$ cat src/rtl/core/mlqs_pkg.sv
// Shared types and constants for the multilevel queue thread scheduler.
// Used by mlqs_entry_ram and multilevel_queue_thread_scheduler.
package mlqs_pkg;

  typedef enum logic [1:0] {
    ST_IDLE,
    ST_SCAN,
    ST_FINISH
  } state_t;

  localparam logic [1:0] MODE_ENQUEUE = 2'd0;
  localparam logic [1:0] MODE_PICK    = 2'd1;
  localparam logic [1:0] MODE_AGING   = 2'd2;
  localparam logic [1:0] MODE_NOP     = 2'd3;

  localparam logic [1:0] LVL_HIGH = 2'd0;
  localparam logic [1:0] LVL_MID  = 2'd1;
  localparam logic [1:0] LVL_LOW  = 2'd2;

  localparam logic [4:0] ADDR_MIDDLE_FLOOR  = 5'd0;
  localparam logic [4:0] ADDR_HIGH_FLOOR    = 5'd4;
  localparam logic [4:0] ADDR_PRIO_LIMIT    = 5'd8;
  localparam logic [4:0] ADDR_AGE_THRESHOLD = 5'd12;
  localparam logic [4:0] ADDR_AGING_STEP    = 5'd16;

  localparam logic [7:0]  RST_MIDDLE_FLOOR  = 8'd50;
  localparam logic [7:0]  RST_HIGH_FLOOR    = 8'd100;
  localparam logic [7:0]  RST_PRIO_LIMIT    = 8'd150;
  localparam logic [15:0] RST_AGE_THRESHOLD = 16'd1500;
  localparam logic [7:0]  RST_AGING_STEP    = 8'd10;

  typedef struct packed {
    logic [7:0]  id;
    logic [7:0]  prio;
    logic [15:0] burst;
    logic [31:0] stamp;
    logic [15:0] arrival;
  } entry_t;

  function automatic logic [1:0] level_of(input logic [7:0] p,
                                          input logic [7:0] high_floor,
                                          input logic [7:0] mid_floor);
    logic [1:0] lvl;
    if (p >= high_floor) begin
      lvl = LVL_HIGH;
    end else if (p >= mid_floor) begin
      lvl = LVL_MID;
    end else begin
      lvl = LVL_LOW;
    end
    return lvl;
  endfunction

endpackage

$ cat src/rtl/core/mlqs_entry_ram.sv
// Entry table storage: one synchronous memory holding id, priority, burst,
// aging stamp and arrival stamp per slot. Depends on mlqs_pkg.
module mlqs_entry_ram #(
  parameter int DEPTH = 16,
  parameter int AW    = 4
) (
  input  logic            clk,
  input  logic            wr_en,
  input  logic [AW-1:0]   wr_addr,
  input  mlqs_pkg::entry_t wr_data,
  input  logic            rd_en,
  input  logic [AW-1:0]   rd_addr,
  output mlqs_pkg::entry_t rd_data
);

  mlqs_pkg::entry_t mem [DEPTH];

  always_ff @(posedge clk) begin
    if (wr_en) begin
      mem[wr_addr] <= wr_data;
    end
  end

  always_ff @(posedge clk) begin
    if (rd_en) begin
      rd_data <= mem[rd_addr];
    end
  end

endmodule

$ cat src/rtl/core/multilevel_queue_thread_scheduler.sv
// Multilevel queue thread scheduler: a ready table in one synchronous memory.
// Every transaction (enqueue, pick, aging pass) scans all TABLE_ENTRIES slots
// through the memory read port, one slot a cycle; the result waits in ST_FINISH
// until the output is free, and the next transaction is taken back in ST_IDLE.
// Reset (rst, synchronous) empties the table at once through per-slot valid
// flip-flops and restores the register defaults; no clearing pass is needed.
module multilevel_queue_thread_scheduler #(
  parameter int TABLE_ENTRIES = 16
) (
  input  logic         clk,
  input  logic         rst,
  // APB configuration port
  input  logic         psel,
  input  logic         penable,
  input  logic         pwrite,
  input  logic [4:0]   paddr,
  input  logic [31:0]  pwdata,
  output logic [31:0]  prdata,
  output logic         pready,
  // Input stream
  input  logic         s_tvalid,
  output logic         s_tready,
  // thread_id[7:0], thread_priority[15:8], burst_estimate[31:16], now_tick[63:32],
  // running_active[64], running_id[72:65], running_priority[80:73],
  // running_remaining[96:81], zero fill[103:97]
  input  logic [103:0] s_tdata,
  // mode[1:0]
  input  logic [1:0]   s_tuser,
  // Output stream
  output logic         m_tvalid,
  input  logic         m_tready,
  // grant_valid[0], grant_id[8:1], grant_level[10:9], table_full[11],
  // aged_count[16:12], zero fill[23:17]
  output logic [23:0]  m_tdata
);

  localparam int IW = (TABLE_ENTRIES > 1) ? $clog2(TABLE_ENTRIES) : 1;
  localparam int CW = $clog2(TABLE_ENTRIES + 1);

  // Configuration registers
  logic [7:0]  middle_band_floor, high_band_floor, priority_limit, aging_step;
  logic [15:0] age_threshold;

  assign pready = 1'b1;

  always_ff @(posedge clk) begin
    if (rst) begin
      middle_band_floor <= mlqs_pkg::RST_MIDDLE_FLOOR;
      high_band_floor   <= mlqs_pkg::RST_HIGH_FLOOR;
      priority_limit    <= mlqs_pkg::RST_PRIO_LIMIT;
      age_threshold     <= mlqs_pkg::RST_AGE_THRESHOLD;
      aging_step        <= mlqs_pkg::RST_AGING_STEP;
    end else if (psel && penable && pwrite) begin
      unique case (paddr)
        mlqs_pkg::ADDR_MIDDLE_FLOOR:  middle_band_floor <= pwdata[7:0];
        mlqs_pkg::ADDR_HIGH_FLOOR:    high_band_floor   <= pwdata[7:0];
        mlqs_pkg::ADDR_PRIO_LIMIT:    priority_limit    <= pwdata[7:0];
        mlqs_pkg::ADDR_AGE_THRESHOLD: age_threshold     <= pwdata[15:0];
        mlqs_pkg::ADDR_AGING_STEP:    aging_step        <= pwdata[7:0];
        default: ;
      endcase
    end
  end

  always_comb begin
    unique case (paddr)
      mlqs_pkg::ADDR_MIDDLE_FLOOR:  prdata = {24'd0, middle_band_floor};
      mlqs_pkg::ADDR_HIGH_FLOOR:    prdata = {24'd0, high_band_floor};
      mlqs_pkg::ADDR_PRIO_LIMIT:    prdata = {24'd0, priority_limit};
      mlqs_pkg::ADDR_AGE_THRESHOLD: prdata = {16'd0, age_threshold};
      mlqs_pkg::ADDR_AGING_STEP:    prdata = {24'd0, aging_step};
      default:                      prdata = 32'd0;
    endcase
  end

  logic [7:0] prio_cap;
  assign prio_cap = (priority_limit == 8'd0) ? 8'd0 : priority_limit - 8'd1;

  // Latched input item
  logic [1:0]  op;
  logic [7:0]  t_id, t_prio, r_id, r_prio;
  logic [15:0] t_burst, r_rem;
  logic [31:0] now;
  logic        r_active;

  mlqs_pkg::state_t state, state_next;
  logic [CW-1:0] cnt;
  logic          pv;
  logic [IW-1:0] pidx;
  logic          last;
  logic          accept, finish_go;

  assign s_tready  = (state == mlqs_pkg::ST_IDLE);
  assign accept    = s_tvalid && s_tready;
  assign last      = pv && (pidx == IW'(TABLE_ENTRIES - 1));
  assign finish_go = (state == mlqs_pkg::ST_FINISH) && (!m_tvalid || m_tready);

  always_ff @(posedge clk) begin
    if (rst) begin
      state <= mlqs_pkg::ST_IDLE;
    end else begin
      state <= state_next;
    end
  end

  always_comb begin
    state_next = state;
    unique case (state)
      mlqs_pkg::ST_IDLE:   if (accept) state_next = mlqs_pkg::ST_SCAN;
      mlqs_pkg::ST_SCAN:   if (last) state_next = mlqs_pkg::ST_FINISH;
      mlqs_pkg::ST_FINISH: if (finish_go) state_next = mlqs_pkg::ST_IDLE;
      default:             state_next = mlqs_pkg::ST_IDLE;
    endcase
  end

  // Memory
  logic              rd_en, wr_en;
  logic [IW-1:0]     rd_addr;
  mlqs_pkg::entry_t  rd_data, wr_data;

  assign rd_en   = (state == mlqs_pkg::ST_SCAN) && (cnt < CW'(TABLE_ENTRIES));
  assign rd_addr = cnt[IW-1:0];

  // Reads run one slot ahead of the write-back, so a slot is never read
  // and written in overlapping cycles.
  mlqs_entry_ram #(
    .DEPTH (TABLE_ENTRIES),
    .AW    (IW)
  ) u_ram (
    .clk     (clk),
    .wr_en   (wr_en),
    .wr_addr (pidx),
    .wr_data (wr_data),
    .rd_en   (rd_en),
    .rd_addr (rd_addr),
    .rd_data (rd_data)
  );

  logic [TABLE_ENTRIES-1:0] valid;
  logic [15:0] arrival_counter;
  logic        found;
  logic [4:0]  aged;

  // Best candidate per level
  logic          b0_ok, b1_ok, b2_ok;
  logic [IW-1:0] b0_slot, b1_slot, b2_slot;
  logic [7:0]    b0_id, b1_id, b2_id, b1_prio;
  logic [15:0]   b0_burst, b0_age, b1_age, b2_age;

  // Processing of the slot whose read data is present
  logic        ev;
  logic [1:0]  e_lvl;
  logic [15:0] e_age;
  logic        enq_hit, age_hit, age_relevel;
  logic [8:0]  age_sum;
  logic [7:0]  age_newp;
  logic        w0, w1, w2;

  always_comb begin
    ev      = pv && valid[pidx];
    e_lvl   = mlqs_pkg::level_of(rd_data.prio, high_band_floor, middle_band_floor);
    e_age   = arrival_counter - rd_data.arrival;
    enq_hit = pv && !valid[pidx] && !found && (op == mlqs_pkg::MODE_ENQUEUE);
    age_hit = ev && (op == mlqs_pkg::MODE_AGING) &&
              ((now - rd_data.stamp) >= {16'd0, age_threshold});
    age_sum = {1'b0, rd_data.prio} + {1'b0, aging_step};
    age_newp = (age_sum > {1'b0, prio_cap}) ? prio_cap : age_sum[7:0];
    age_relevel = e_lvl !=
                  mlqs_pkg::level_of(age_newp, high_band_floor, middle_band_floor);

    w0 = ev && (op == mlqs_pkg::MODE_PICK) && (e_lvl == mlqs_pkg::LVL_HIGH) &&
         (!b0_ok || (rd_data.burst < b0_burst) ||
          (rd_data.burst == b0_burst && rd_data.id < b0_id) ||
          (rd_data.burst == b0_burst && rd_data.id == b0_id && e_age > b0_age));
    w1 = ev && (op == mlqs_pkg::MODE_PICK) && (e_lvl == mlqs_pkg::LVL_MID) &&
         (!b1_ok || (rd_data.prio > b1_prio) ||
          (rd_data.prio == b1_prio && rd_data.id < b1_id) ||
          (rd_data.prio == b1_prio && rd_data.id == b1_id && e_age > b1_age));
    w2 = ev && (op == mlqs_pkg::MODE_PICK) && (e_lvl == mlqs_pkg::LVL_LOW) &&
         (!b2_ok || e_age > b2_age);

    wr_en   = enq_hit || age_hit;
    wr_data = rd_data;
    if (enq_hit) begin
      wr_data.id      = t_id;
      wr_data.prio    = (t_prio > prio_cap) ? prio_cap : t_prio;
      wr_data.burst   = t_burst;
      wr_data.stamp   = now;
      wr_data.arrival = arrival_counter;
    end else begin
      wr_data.prio  = age_newp;
      wr_data.stamp = now;
      if (age_relevel) begin
        wr_data.arrival = arrival_counter;
      end
    end
  end

  // Pick decision
  logic [1:0] r_lvl;
  logic       blk0, take0, lower_ok, take1, take2, g_valid;
  logic [7:0] g_id;
  logic [1:0] g_lvl;
  logic [IW-1:0] g_slot;

  always_comb begin
    r_lvl    = mlqs_pkg::level_of(r_prio, high_band_floor, middle_band_floor);
    blk0     = r_active && (r_lvl == mlqs_pkg::LVL_HIGH) &&
               ((r_rem < b0_burst) || (r_rem == b0_burst && r_id < b0_id));
    take0    = b0_ok && !blk0;
    lower_ok = !(r_active && r_lvl != mlqs_pkg::LVL_LOW);
    take1    = !take0 && lower_ok && b1_ok;
    take2    = !take0 && lower_ok && !b1_ok && b2_ok;
    g_valid  = (op == mlqs_pkg::MODE_PICK) && (take0 || take1 || take2);
    g_id     = 8'd0;
    g_lvl    = mlqs_pkg::LVL_HIGH;
    g_slot   = b0_slot;
    priority if (take0) begin
      g_id = b0_id;
    end else if (take1) begin
      g_id = b1_id; g_lvl = mlqs_pkg::LVL_MID; g_slot = b1_slot;
    end else if (take2) begin
      g_id = b2_id; g_lvl = mlqs_pkg::LVL_LOW; g_slot = b2_slot;
    end
    if (!g_valid) begin
      g_id  = 8'd0;
      g_lvl = mlqs_pkg::LVL_HIGH;
    end
  end

  always_ff @(posedge clk) begin
    if (accept) begin
      op       <= s_tuser;
      t_id     <= s_tdata[7:0];
      t_prio   <= s_tdata[15:8];
      t_burst  <= s_tdata[31:16];
      now      <= s_tdata[63:32];
      r_active <= s_tdata[64];
      r_id     <= s_tdata[72:65];
      r_prio   <= s_tdata[80:73];
      r_rem    <= s_tdata[96:81];
    end
    if (w0) begin
      b0_slot <= pidx; b0_id <= rd_data.id; b0_burst <= rd_data.burst; b0_age <= e_age;
    end
    if (w1) begin
      b1_slot <= pidx; b1_id <= rd_data.id; b1_prio <= rd_data.prio; b1_age <= e_age;
    end
    if (w2) begin
      b2_slot <= pidx; b2_id <= rd_data.id; b2_age <= e_age;
    end
    if (finish_go) begin
      m_tdata <= {7'd0,
                  (op == mlqs_pkg::MODE_AGING) ? aged : 5'd0,
                  (op == mlqs_pkg::MODE_ENQUEUE) && !found,
                  g_lvl, g_id, g_valid};
    end
  end

  always_ff @(posedge clk) begin
    if (rst) begin
      valid           <= '0;
      arrival_counter <= 16'd0;
      cnt             <= '0;
      pv              <= 1'b0;
      pidx            <= '0;
      found           <= 1'b0;
      aged            <= 5'd0;
      b0_ok           <= 1'b0;
      b1_ok           <= 1'b0;
      b2_ok           <= 1'b0;
      m_tvalid        <= 1'b0;
    end else begin
      if (accept) begin
        cnt   <= '0;
        pv    <= 1'b0;
        found <= 1'b0;
        aged  <= 5'd0;
        b0_ok <= 1'b0;
        b1_ok <= 1'b0;
        b2_ok <= 1'b0;
      end else if (state == mlqs_pkg::ST_SCAN) begin
        pv <= rd_en;
        if (rd_en) begin
          pidx <= rd_addr;
          cnt  <= cnt + CW'(1);
        end
      end
      if (enq_hit) begin
        valid[pidx]     <= 1'b1;
        found           <= 1'b1;
        arrival_counter <= arrival_counter + 16'd1;
      end
      if (age_hit) begin
        if (age_relevel) begin
          arrival_counter <= arrival_counter + 16'd1;
        end
        if (aged != 5'd31) begin
          aged <= aged + 5'd1;
        end
      end
      if (w0) b0_ok <= 1'b1;
      if (w1) b1_ok <= 1'b1;
      if (w2) b2_ok <= 1'b1;
      if (finish_go) begin
        m_tvalid <= 1'b1;
        if (g_valid) begin
          valid[g_slot] <= 1'b0;
        end
      end else if (m_tvalid && m_tready) begin
        m_tvalid <= 1'b0;
      end
    end
  end

endmodule
$ cat config.mk
export PLATFORM = sky130hd
export DESIGN_NAME = multilevel_queue_thread_scheduler
export DESIGN_NICKNAME = d
export VERILOG_FILES = /design/src/rtl/core/mlqs_pkg.sv /design/src/rtl/core/mlqs_entry_ram.sv /design/src/rtl/core/multilevel_queue_thread_scheduler.sv
export SDC_FILE = /design/constraint.sdc
export NUM_CORES = 2
export LEC_CHECK = 0
export ABC_AREA = 0
export BUFFER_PORTS_ARGS = -buffer_cell sky130_fd_sc_hd__clkbuf_2
export CORE_MARGIN = 2
export CORE_UTILIZATION = 30
export CTS_BUF_LIST = sky130_fd_sc_hd__clkbuf_2 sky130_fd_sc_hd__clkbuf_4 sky130_fd_sc_hd__clkbuf_8
export CTS_CLUSTER_SIZE = 12
export DETAILED_ROUTE_END_ITERATION = 12
export GPL_TIMING_DRIVEN = 0
export SYNTH_ARGS = -nofsm -noshare
export SYNTH_HDL_FRONTEND = slang
export SYNTH_HIERARCHICAL = 1
export SYNTH_SLANG_ARGS = --single-unit
$ cat constraint.sdc
create_clock -name clk -period 12.7 [get_ports clk]
set_clock_uncertainty 0.1 [all_clocks]
set_input_delay 0.635 -clock clk [delete_from_list [all_inputs] [get_ports clk]]
set_output_delay 0.635 -clock clk [all_outputs]
set_load 0.01 [all_outputs]
### Word level (Yosys, flattened, before mapping)

Memories as Yosys holds them, arrays and structs flattened. A register that Yosys moved wholly into a read port is not among the register bits.
Index checks and enable logic that the tools add are counted.

| operators by class | value |
|---|---|
| $add $sub $neg | 7 |
| multiply operators | 0 |
| div/mod/pow operators | 0 |
| $lt $le $gt $ge | 23 |
| equal/unequal tests | 22 |
| shift-type cells | 0 |
| multiplexer cells | 52 |
| bitwise logic cells | 5 |
| reduce and logical (&&, ||, !) cells | 82 |

Operators with widths:

| kind | number |
|---|---|
| 16-bit two-way mux | 10 |
| 16-bit case mux with 5 select lines | 1 |
| 8-bit two-way mux | 8 |
| 8-bit >= comparator | 6 |
| 16-bit > comparator | 3 |
| 1-bit logical AND | 39 |
| 16-bit == test | 2 |
| 32-bit by 16-bit >= comparator with 1-bit output | 1 |
| 16-bit less-than comparator | 2 |
| 32-bit subtractor | 1 |
| 8-bit == test | 3 |
| 8-bit less-than comparator | 3 |
| 2-bit two-way mux | 10 |
| 16-bit by 1-bit adder with 16-bit output (second input constant) | 1 |
| 16-bit bitwise AND | 1 |
| 8-bit > comparator | 2 |
| 16-bit NOT | 1 |
| 16-bit bitwise OR | 1 |
| 16-bit subtractor | 1 |
| 5-bit two-way mux | 3 |
| 1-bit two-way mux | 13 |
| 1-bit logical OR | 12 |
| 4-bit two-way mux | 3 |
| 2-bit AND reduction | 6 |
| other kinds (29) | 58 |

| word-level totals | value |
|---|---|
| register bits | 326 |
| latch bits | 0 |
| bits in writable memories | 1280 |
| ROM bits | 0 |
| input bits | 150 |
| output and inout bits | 59 |
| memories kept | 1 |

Memories:

| memory | depth | width | read ports | clocked after memory_dff | wr ports | RTL line | text |
|---|---|---|---|---|---|---|---|
| u_ram.mem | 16 | 80 | 1 | 1 | 1 | mlqs_entry_ram.sv:16 | `mlqs_pkg::entry_t mem [DEPTH];` |

### Longest topological paths before layout

| logic depth | value |
|---|---|
| depth in word-level cells | 23 |
| gate-level depth with buffers | 29 |
| depth with buffers taken out | 28 |

### By module

The synthesis kept the hierarchy.

By module, submodules not included:

| module | instances | cells each | area an instance (µm²) |
|---|---|---|---|
| mlqs_entry_ram | 1 | 2054 | 50223.2 |
| multilevel_queue_thread_scheduler | 1 | 2010 | 20110.5 |

### Least setup slack after synthesis

No wires, ideal clock.

| timing path | value |
|---|---|
| path kind | register to register |
| start | register now[0] |
| end | memory u_ram/mem[0][0] (netlist bit) (enable) |
| library setup time | 0.616 ns |
| data arrival time | 9.280 ns |
| data required time | 11.984 ns |
| setup slack | 2.704 ns |
| stages on the path, launching flop included | 19 |
| path buffers | 0 |
| period minus slack after synthesis | 9.996 ns |
| cells stage by stage | edfxtp_1 > inv_1 > ha_1 > inv_1 > fa_1 > a211oi_1 > o21ai_1 > xor2_1 > ha_1 > nand3_1 > or3_1 > a31oi_1 > a2111oi_0 > o32ai_1 > a2111oi_0 > nand4b_1 > a21o_1 > or3b_2 > nor3_1 |

| between the ends | value |
|---|---|
| longest elaborated chain between the ends | 6 |

Ends and longest elaborated chain:

| what | RTL line | text |
|---|---|---|
| start: declaration | multilevel_queue_thread_scheduler.sv:83 | `logic [31:0] now;` |
| start signal: assignment | multilevel_queue_thread_scheduler.sv:237 | `now <= s_tdata[63:32];` |
| 32-bit subtractor | multilevel_queue_thread_scheduler.sv:165 | `((now - rd_data.stamp) >= {16'd0, age_threshold});` |
| 32-bit by 16-bit >= comparator with 1-bit output | multilevel_queue_thread_scheduler.sv:165 |  |
| 1-bit logical AND | multilevel_queue_thread_scheduler.sv:164 | `age_hit = ev && (op == mlqs_pkg::MODE_AGING) &&` |
| 1-bit logical OR | multilevel_queue_thread_scheduler.sv:182 | `wr_en = enq_hit \|\| age_hit;` |
| net wr_en | multilevel_queue_thread_scheduler.sv:117 | `logic rd_en, wr_en;` |
| 1-bit two-way mux | mlqs_entry_ram.sv:19 | `if (wr_en) begin` |
| 1-bit two-way mux (implied by the code) | mlqs_entry_ram.sv:20 | `mem[wr_addr] <= wr_data;` |
| end: declaration | mlqs_entry_ram.sv:16 |  |

The timed path passes the listed nets, and every way through them passes these cells.

### Final worst setup path

| timing path | value |
|---|---|
| start | register priority_limit[0] |
| end | register arrival_counter[12] |

| between the ends | value |
|---|---|
| longest elaborated chain between the ends | 10 |

Ends and longest elaborated chain:

| what | RTL line | text |
|---|---|---|
| start: declaration | multilevel_queue_thread_scheduler.sv:41 | `logic [7:0] middle_band_floor, high_band_floor, priority_limit, aging_step;` |
| start signal: assignment | multilevel_queue_thread_scheduler.sv:50 | `priority_limit <= mlqs_pkg::RST_PRIO_LIMIT;` |
| start signal: assignment | multilevel_queue_thread_scheduler.sv:57 | `mlqs_pkg::ADDR_PRIO_LIMIT: priority_limit <= pwdata[7:0];` |
| 8-bit by 1-bit subtractor with 8-bit output or 8-bit zero test (tied branches) | multilevel_queue_thread_scheduler.sv:77 | `assign prio_cap = (priority_limit == 8'd0) ? 8'd0 : priority_limit - 8'd1;` |
| 8-bit two-way mux (*) | multilevel_queue_thread_scheduler.sv:77 |  |
| 9-bit by 8-bit > comparator with 1-bit output | multilevel_queue_thread_scheduler.sv:167 | `age_newp = (age_sum > {1'b0, prio_cap}) ? prio_cap : age_sum[7:0];` |
| 8-bit two-way mux (*) | multilevel_queue_thread_scheduler.sv:167 |  |
| 8-bit >= comparator | mlqs_pkg.sv:46 | `end else if (p >= mid_floor) begin` |
| 2-bit two-way mux | mlqs_pkg.sv:46 |  |
| 2-bit two-way mux (*) | mlqs_pkg.sv:44 | `if (p >= high_floor) begin` |
| 2-bit inequality test (*) | multilevel_queue_thread_scheduler.sv:168 | `age_relevel = e_lvl !=` |
| 16-bit two-way mux (*) | multilevel_queue_thread_scheduler.sv:295 | `if (age_relevel) begin` |
| 16-bit two-way mux (*) | multilevel_queue_thread_scheduler.sv:294 | `if (age_hit) begin` |
| end signal: assignment | multilevel_queue_thread_scheduler.sv:292 | `arrival_counter <= arrival_counter + 16'd1;` |
| end signal: assignment | multilevel_queue_thread_scheduler.sv:296 | `arrival_counter <= arrival_counter + 16'd1;` |
| end: declaration | multilevel_queue_thread_scheduler.sv:140 | `logic [15:0] arrival_counter;` |

Mark *: on every way between the ends. The rest lies on a longest branch, timed or not.
A chain may end at the register's enable or synchronous reset.

==> key figures <==
Critical path
  • Worst Setup End Kind: flop
  • CP Max Fanout: 10
  • Slowest-stage cell, CP: a211oi_1
  • Worst path bufs/invs: 2
  • CP top delay family: compound AO/OA/AOI/OAI gates
  • Slowest stage delay, CP: 960 ps
  • CP Class: reg2reg
  • CP Launch Type: flop
  • Worst R2R Path Depth: 28
  • Crit path arrival time: 9050 ps
  • Worst Path Required: 13490 ps
  • Crit path depth: 28

Die
  • Initial Utilization: 30.2%
  • Core Area: 233000 um^2
  • Num ports: 209
  • Die ar.: 238000 um^2
  • Die width: 488 um
  • DIE HEIGHT: 488 um
  • # rows: 177

CTS
  • Insertion delay to the later sink of the worst-skew pair: 1040 ps
  • CTS max path bufs: 4
  • Root Buffer: clkbuf_8
  • CTS Sinks: 1686
  • Cts bufs inserted: 296
  • Worst-path clk slew: 70 ps
  • H-tree Lvls: 5
  • TritonCTS clock tree: done
  • Post_cts resized: 0

Global route
  • Pin count of the biggest net entering global routing: 65
  • Tot GR Track Use: 15.8%
  • Initial antenna violation count: 18
  • First-pass GRT wire length: 277 mm
  • Vias in the first global route: 41000
  • Grt ovf: 0

Final layout
  • Footprint of the multi-input gates: 19200 um^2
  • Share of layout cells above drive strength 1: 24.0%
  • Fin nets: 5183
  • Fillers: 21700
  • Area growth syn-to-layout: 19.4%
  • Storage element area: 49600 um^2

Yosys
  • Syn avg cell area: 17.3 um^2
  • Leading area contributor after synthesis: edfxtp_1
  • Dominant synthesized flop cell: edfxtp_1
  • Synth warn: 6
  • Number of synthesized flops with an enable pin: 1584
  • Mapped cell area: 70300 um^2
  • Top cells by area, synth: edfxtp_1 (68%), mux4_2 (10%), ha_1 (4.5%), dfxtp_1 (2.9%), a22oi_1 (2.1%)
  • Most common cell in the synthesized netlist: edfxtp_1
  • Seq cells post-synth: 1686
  • Synth unique cells: 80
  • Fraction of registers with async set/reset: 0%
  • Sequential-to-total area share from yosys stat: 70.5%
  • Area share of the largest cell type after synthesis: 67.6%
  • Mapped Cells: 4064
  • Post-synth top cells: edfxtp_1 (1584), mux4_2 (325), ha_1 (251), nand2_1 (249), inv_1 (207)

Routing
  • Drt drc: 0
  • WL/cell: 23.5 um
  • Final ANT Viol Nets: 0
  • Initial DRC count: 4000
  • Routed WL: 191 mm
  • Vias post-DR: 40400
  • DR vias/cell: 4.97
  • First-pass iteration count of the detailed router: 6

Timing
  • Final Hold Viols: 0
  • Tightest Pin Transition: 1490 ps
  • Max-slew violations: 0
  • Fmax achieved: 121 MHz
  • Slew HR: 0.958%
  • Final setup viols: 0
  • Final min period: 8260 ps
  • RSZ-0062 raised after global routing: no
  • Post-route setup slack: 4440 ps
  • Final period utilization: 65.0%
  • TNS Setup: 0 ps

Outcome
  • Status: finished clean

Place
  • Dpl ws: 4170 ps
  • IO Port Bufs: 160
  • Dpl hpwl: 130 mm
  • Routability cong.: 0.853

Pwr
  • Switching Fraction: 22.6%
  • Clock share of power: 41.2%
  • Int Power: 9.21 mW
  • Combinational share of power: 6.2%
  • PD cells: 142 nW/um^2
  • Switch Pwr: 2.68 mW
  • VDD IR max: 0.108 mV
  • Sequential share of power: 52.6%
  • LEAKAGE: 28.5 nW

Job
  • Max-cap violations: 0

Min path
  • HP Class: in2reg
  • Hold Path Depth: 5
-- timing repair --
| action | 4_1_cts | 5_1_grt |
|---|---|---|
| setup buffers | 0 | 0 |
| hold buffers | 118 | 0 |
| endpoints found under the hold margin | 149 | 0 |
-- path summary, 6_finish.rpt --
kind,start,endpoint,slack [ps]
worst max-delay path,priority_limit[0],arrival_counter[12],4440
worst min-delay path,paddr[2],middle_band_floor[7],80
worst max register to register,priority_limit[0],arrival_counter[12],4440
worst min register to register,valid[4],valid[4],370
-- state kept, by name (all words and copies together) (netlist names), 16 cells and up --
signal and cells:
u_ram/mem 1280, u_ram/rd_data 80, now 32, m_tdata 17
age_threshold 16, arrival_counter 16, b0_age 16, b0_burst 16
b1_age 16, b2_age 16, r_rem 16, t_burst 16
valid 16
-- worst register-to-register path, delay by kind of cell, from the launching register on --
family / cells / cell delay (ps)
AO/OA/AOI/OAI: 15 / 3710
AND/OR/NAND/NOR: 7 / 2490
adder cells (fa/ha/maj): 3 / 720
buffers and inverters: 2 / 510
flip-flops: 1 / 380
XOR/XNOR: 1 / 250
-- power by group through the flow --
stage,Sequential [mW],Clock (mW),Combinational [mW]
2_1_floorplan,6.34,0,0.469
3_3_place_gp,6.38,0,0.676
3_5_place_dp,6.37,0,0.712
4_1_cts,6.25,5.02,0.744
5_1_grt,6.25,5.26,0.816
6_report,6.25,4.90,0.742
-- layout by cell type (no fill, tap or decap), types with 20 or more instances in the layout --
master         count
buf_6             61
clkbuf_4          99
nand4_1           36
clkbuf_1          89
buf_12            43
o21a_1            36
dfxtp_1          102
ha_1             251
nand3_1           50
a22oi_1          194
nor2b_1           34
buf_1             24
clkbuf_2         162
a21o_1            55
and2_1            28
clkinv_1          50
o21ai_0           63
buf_2             29
nand2_1          249
a21oi_1          156
inv_1            206
nor2_1           102
nand2b_1          28
o211ai_1          20
mux4_2           325
edfxtp_1        1584
buf_4             38
dlygate4sd3_1    118
mux2_2            26
xnor2_1           31
conb_1            24
clkbuf_8         306
clkinv_2          29
and3_1            22
nor3_1            30
-- area by class of cell --
type / instances / share of cell area, %
Clock buffer: 405 / 5.90
Multi-Input combinational cell: 2007 / 22.9
Clock inverter: 98 / 0.836
Inverter: 207 / 0.931
Tap cell: 3132 / 4.66
Antenna cell: 11 / 0.0328
Sequential cell: 1686 / 59.1
Buffer: 186 / 1.13
Timing Repair Buffer: 395 / 4.55
-- cells by family (layout without fill, tap and decap cells) --
| group | count (synthesis) | in the layout | share of synthesized area (%) |
|---|---|---|---|
| AOI/OAI and AO/OA | 652 | 652 | 6.24 |
| xor gates and xnor gates | 47 | 47 | 0.585 |
| adders and majority gates | 254 | 254 | 4.55 |
| buffers and inverters | 393 | 1291 | 2.46 |
| DFF | 1686 | 1686 | 70.5 |
| muxes | 370 | 370 | 11.1 |
| other | 2 | 35 | 0.0107 |
| and+or+nand+nor | 660 | 660 | 4.53 |
-- metal layers --
layer,share of wire (%),track usage [%],vias up
met4,2.5,4.95,10
li1,-,-,17700
met2,47,25.3,1629
met5,0.031,0,-
met1,43,21.7,20800
met3,7.3,3.08,303
-- stage by stage --
step	total power [mW]	std cells	area, um^2	util, %	hold slack [ps]
floorplan	6.81	4086	70400	-	326
global placement	7.05	7378	75100	32.3	344
detailed placement	7.08	7494	77100	33.1	354
CTS	12.0	8115	84000	36.1	2.03
global route	12.3	8122	84000	36.1	57.6
finish	11.9	8127	84000	36.1	83.2
(Power assumes the default switching activity.)
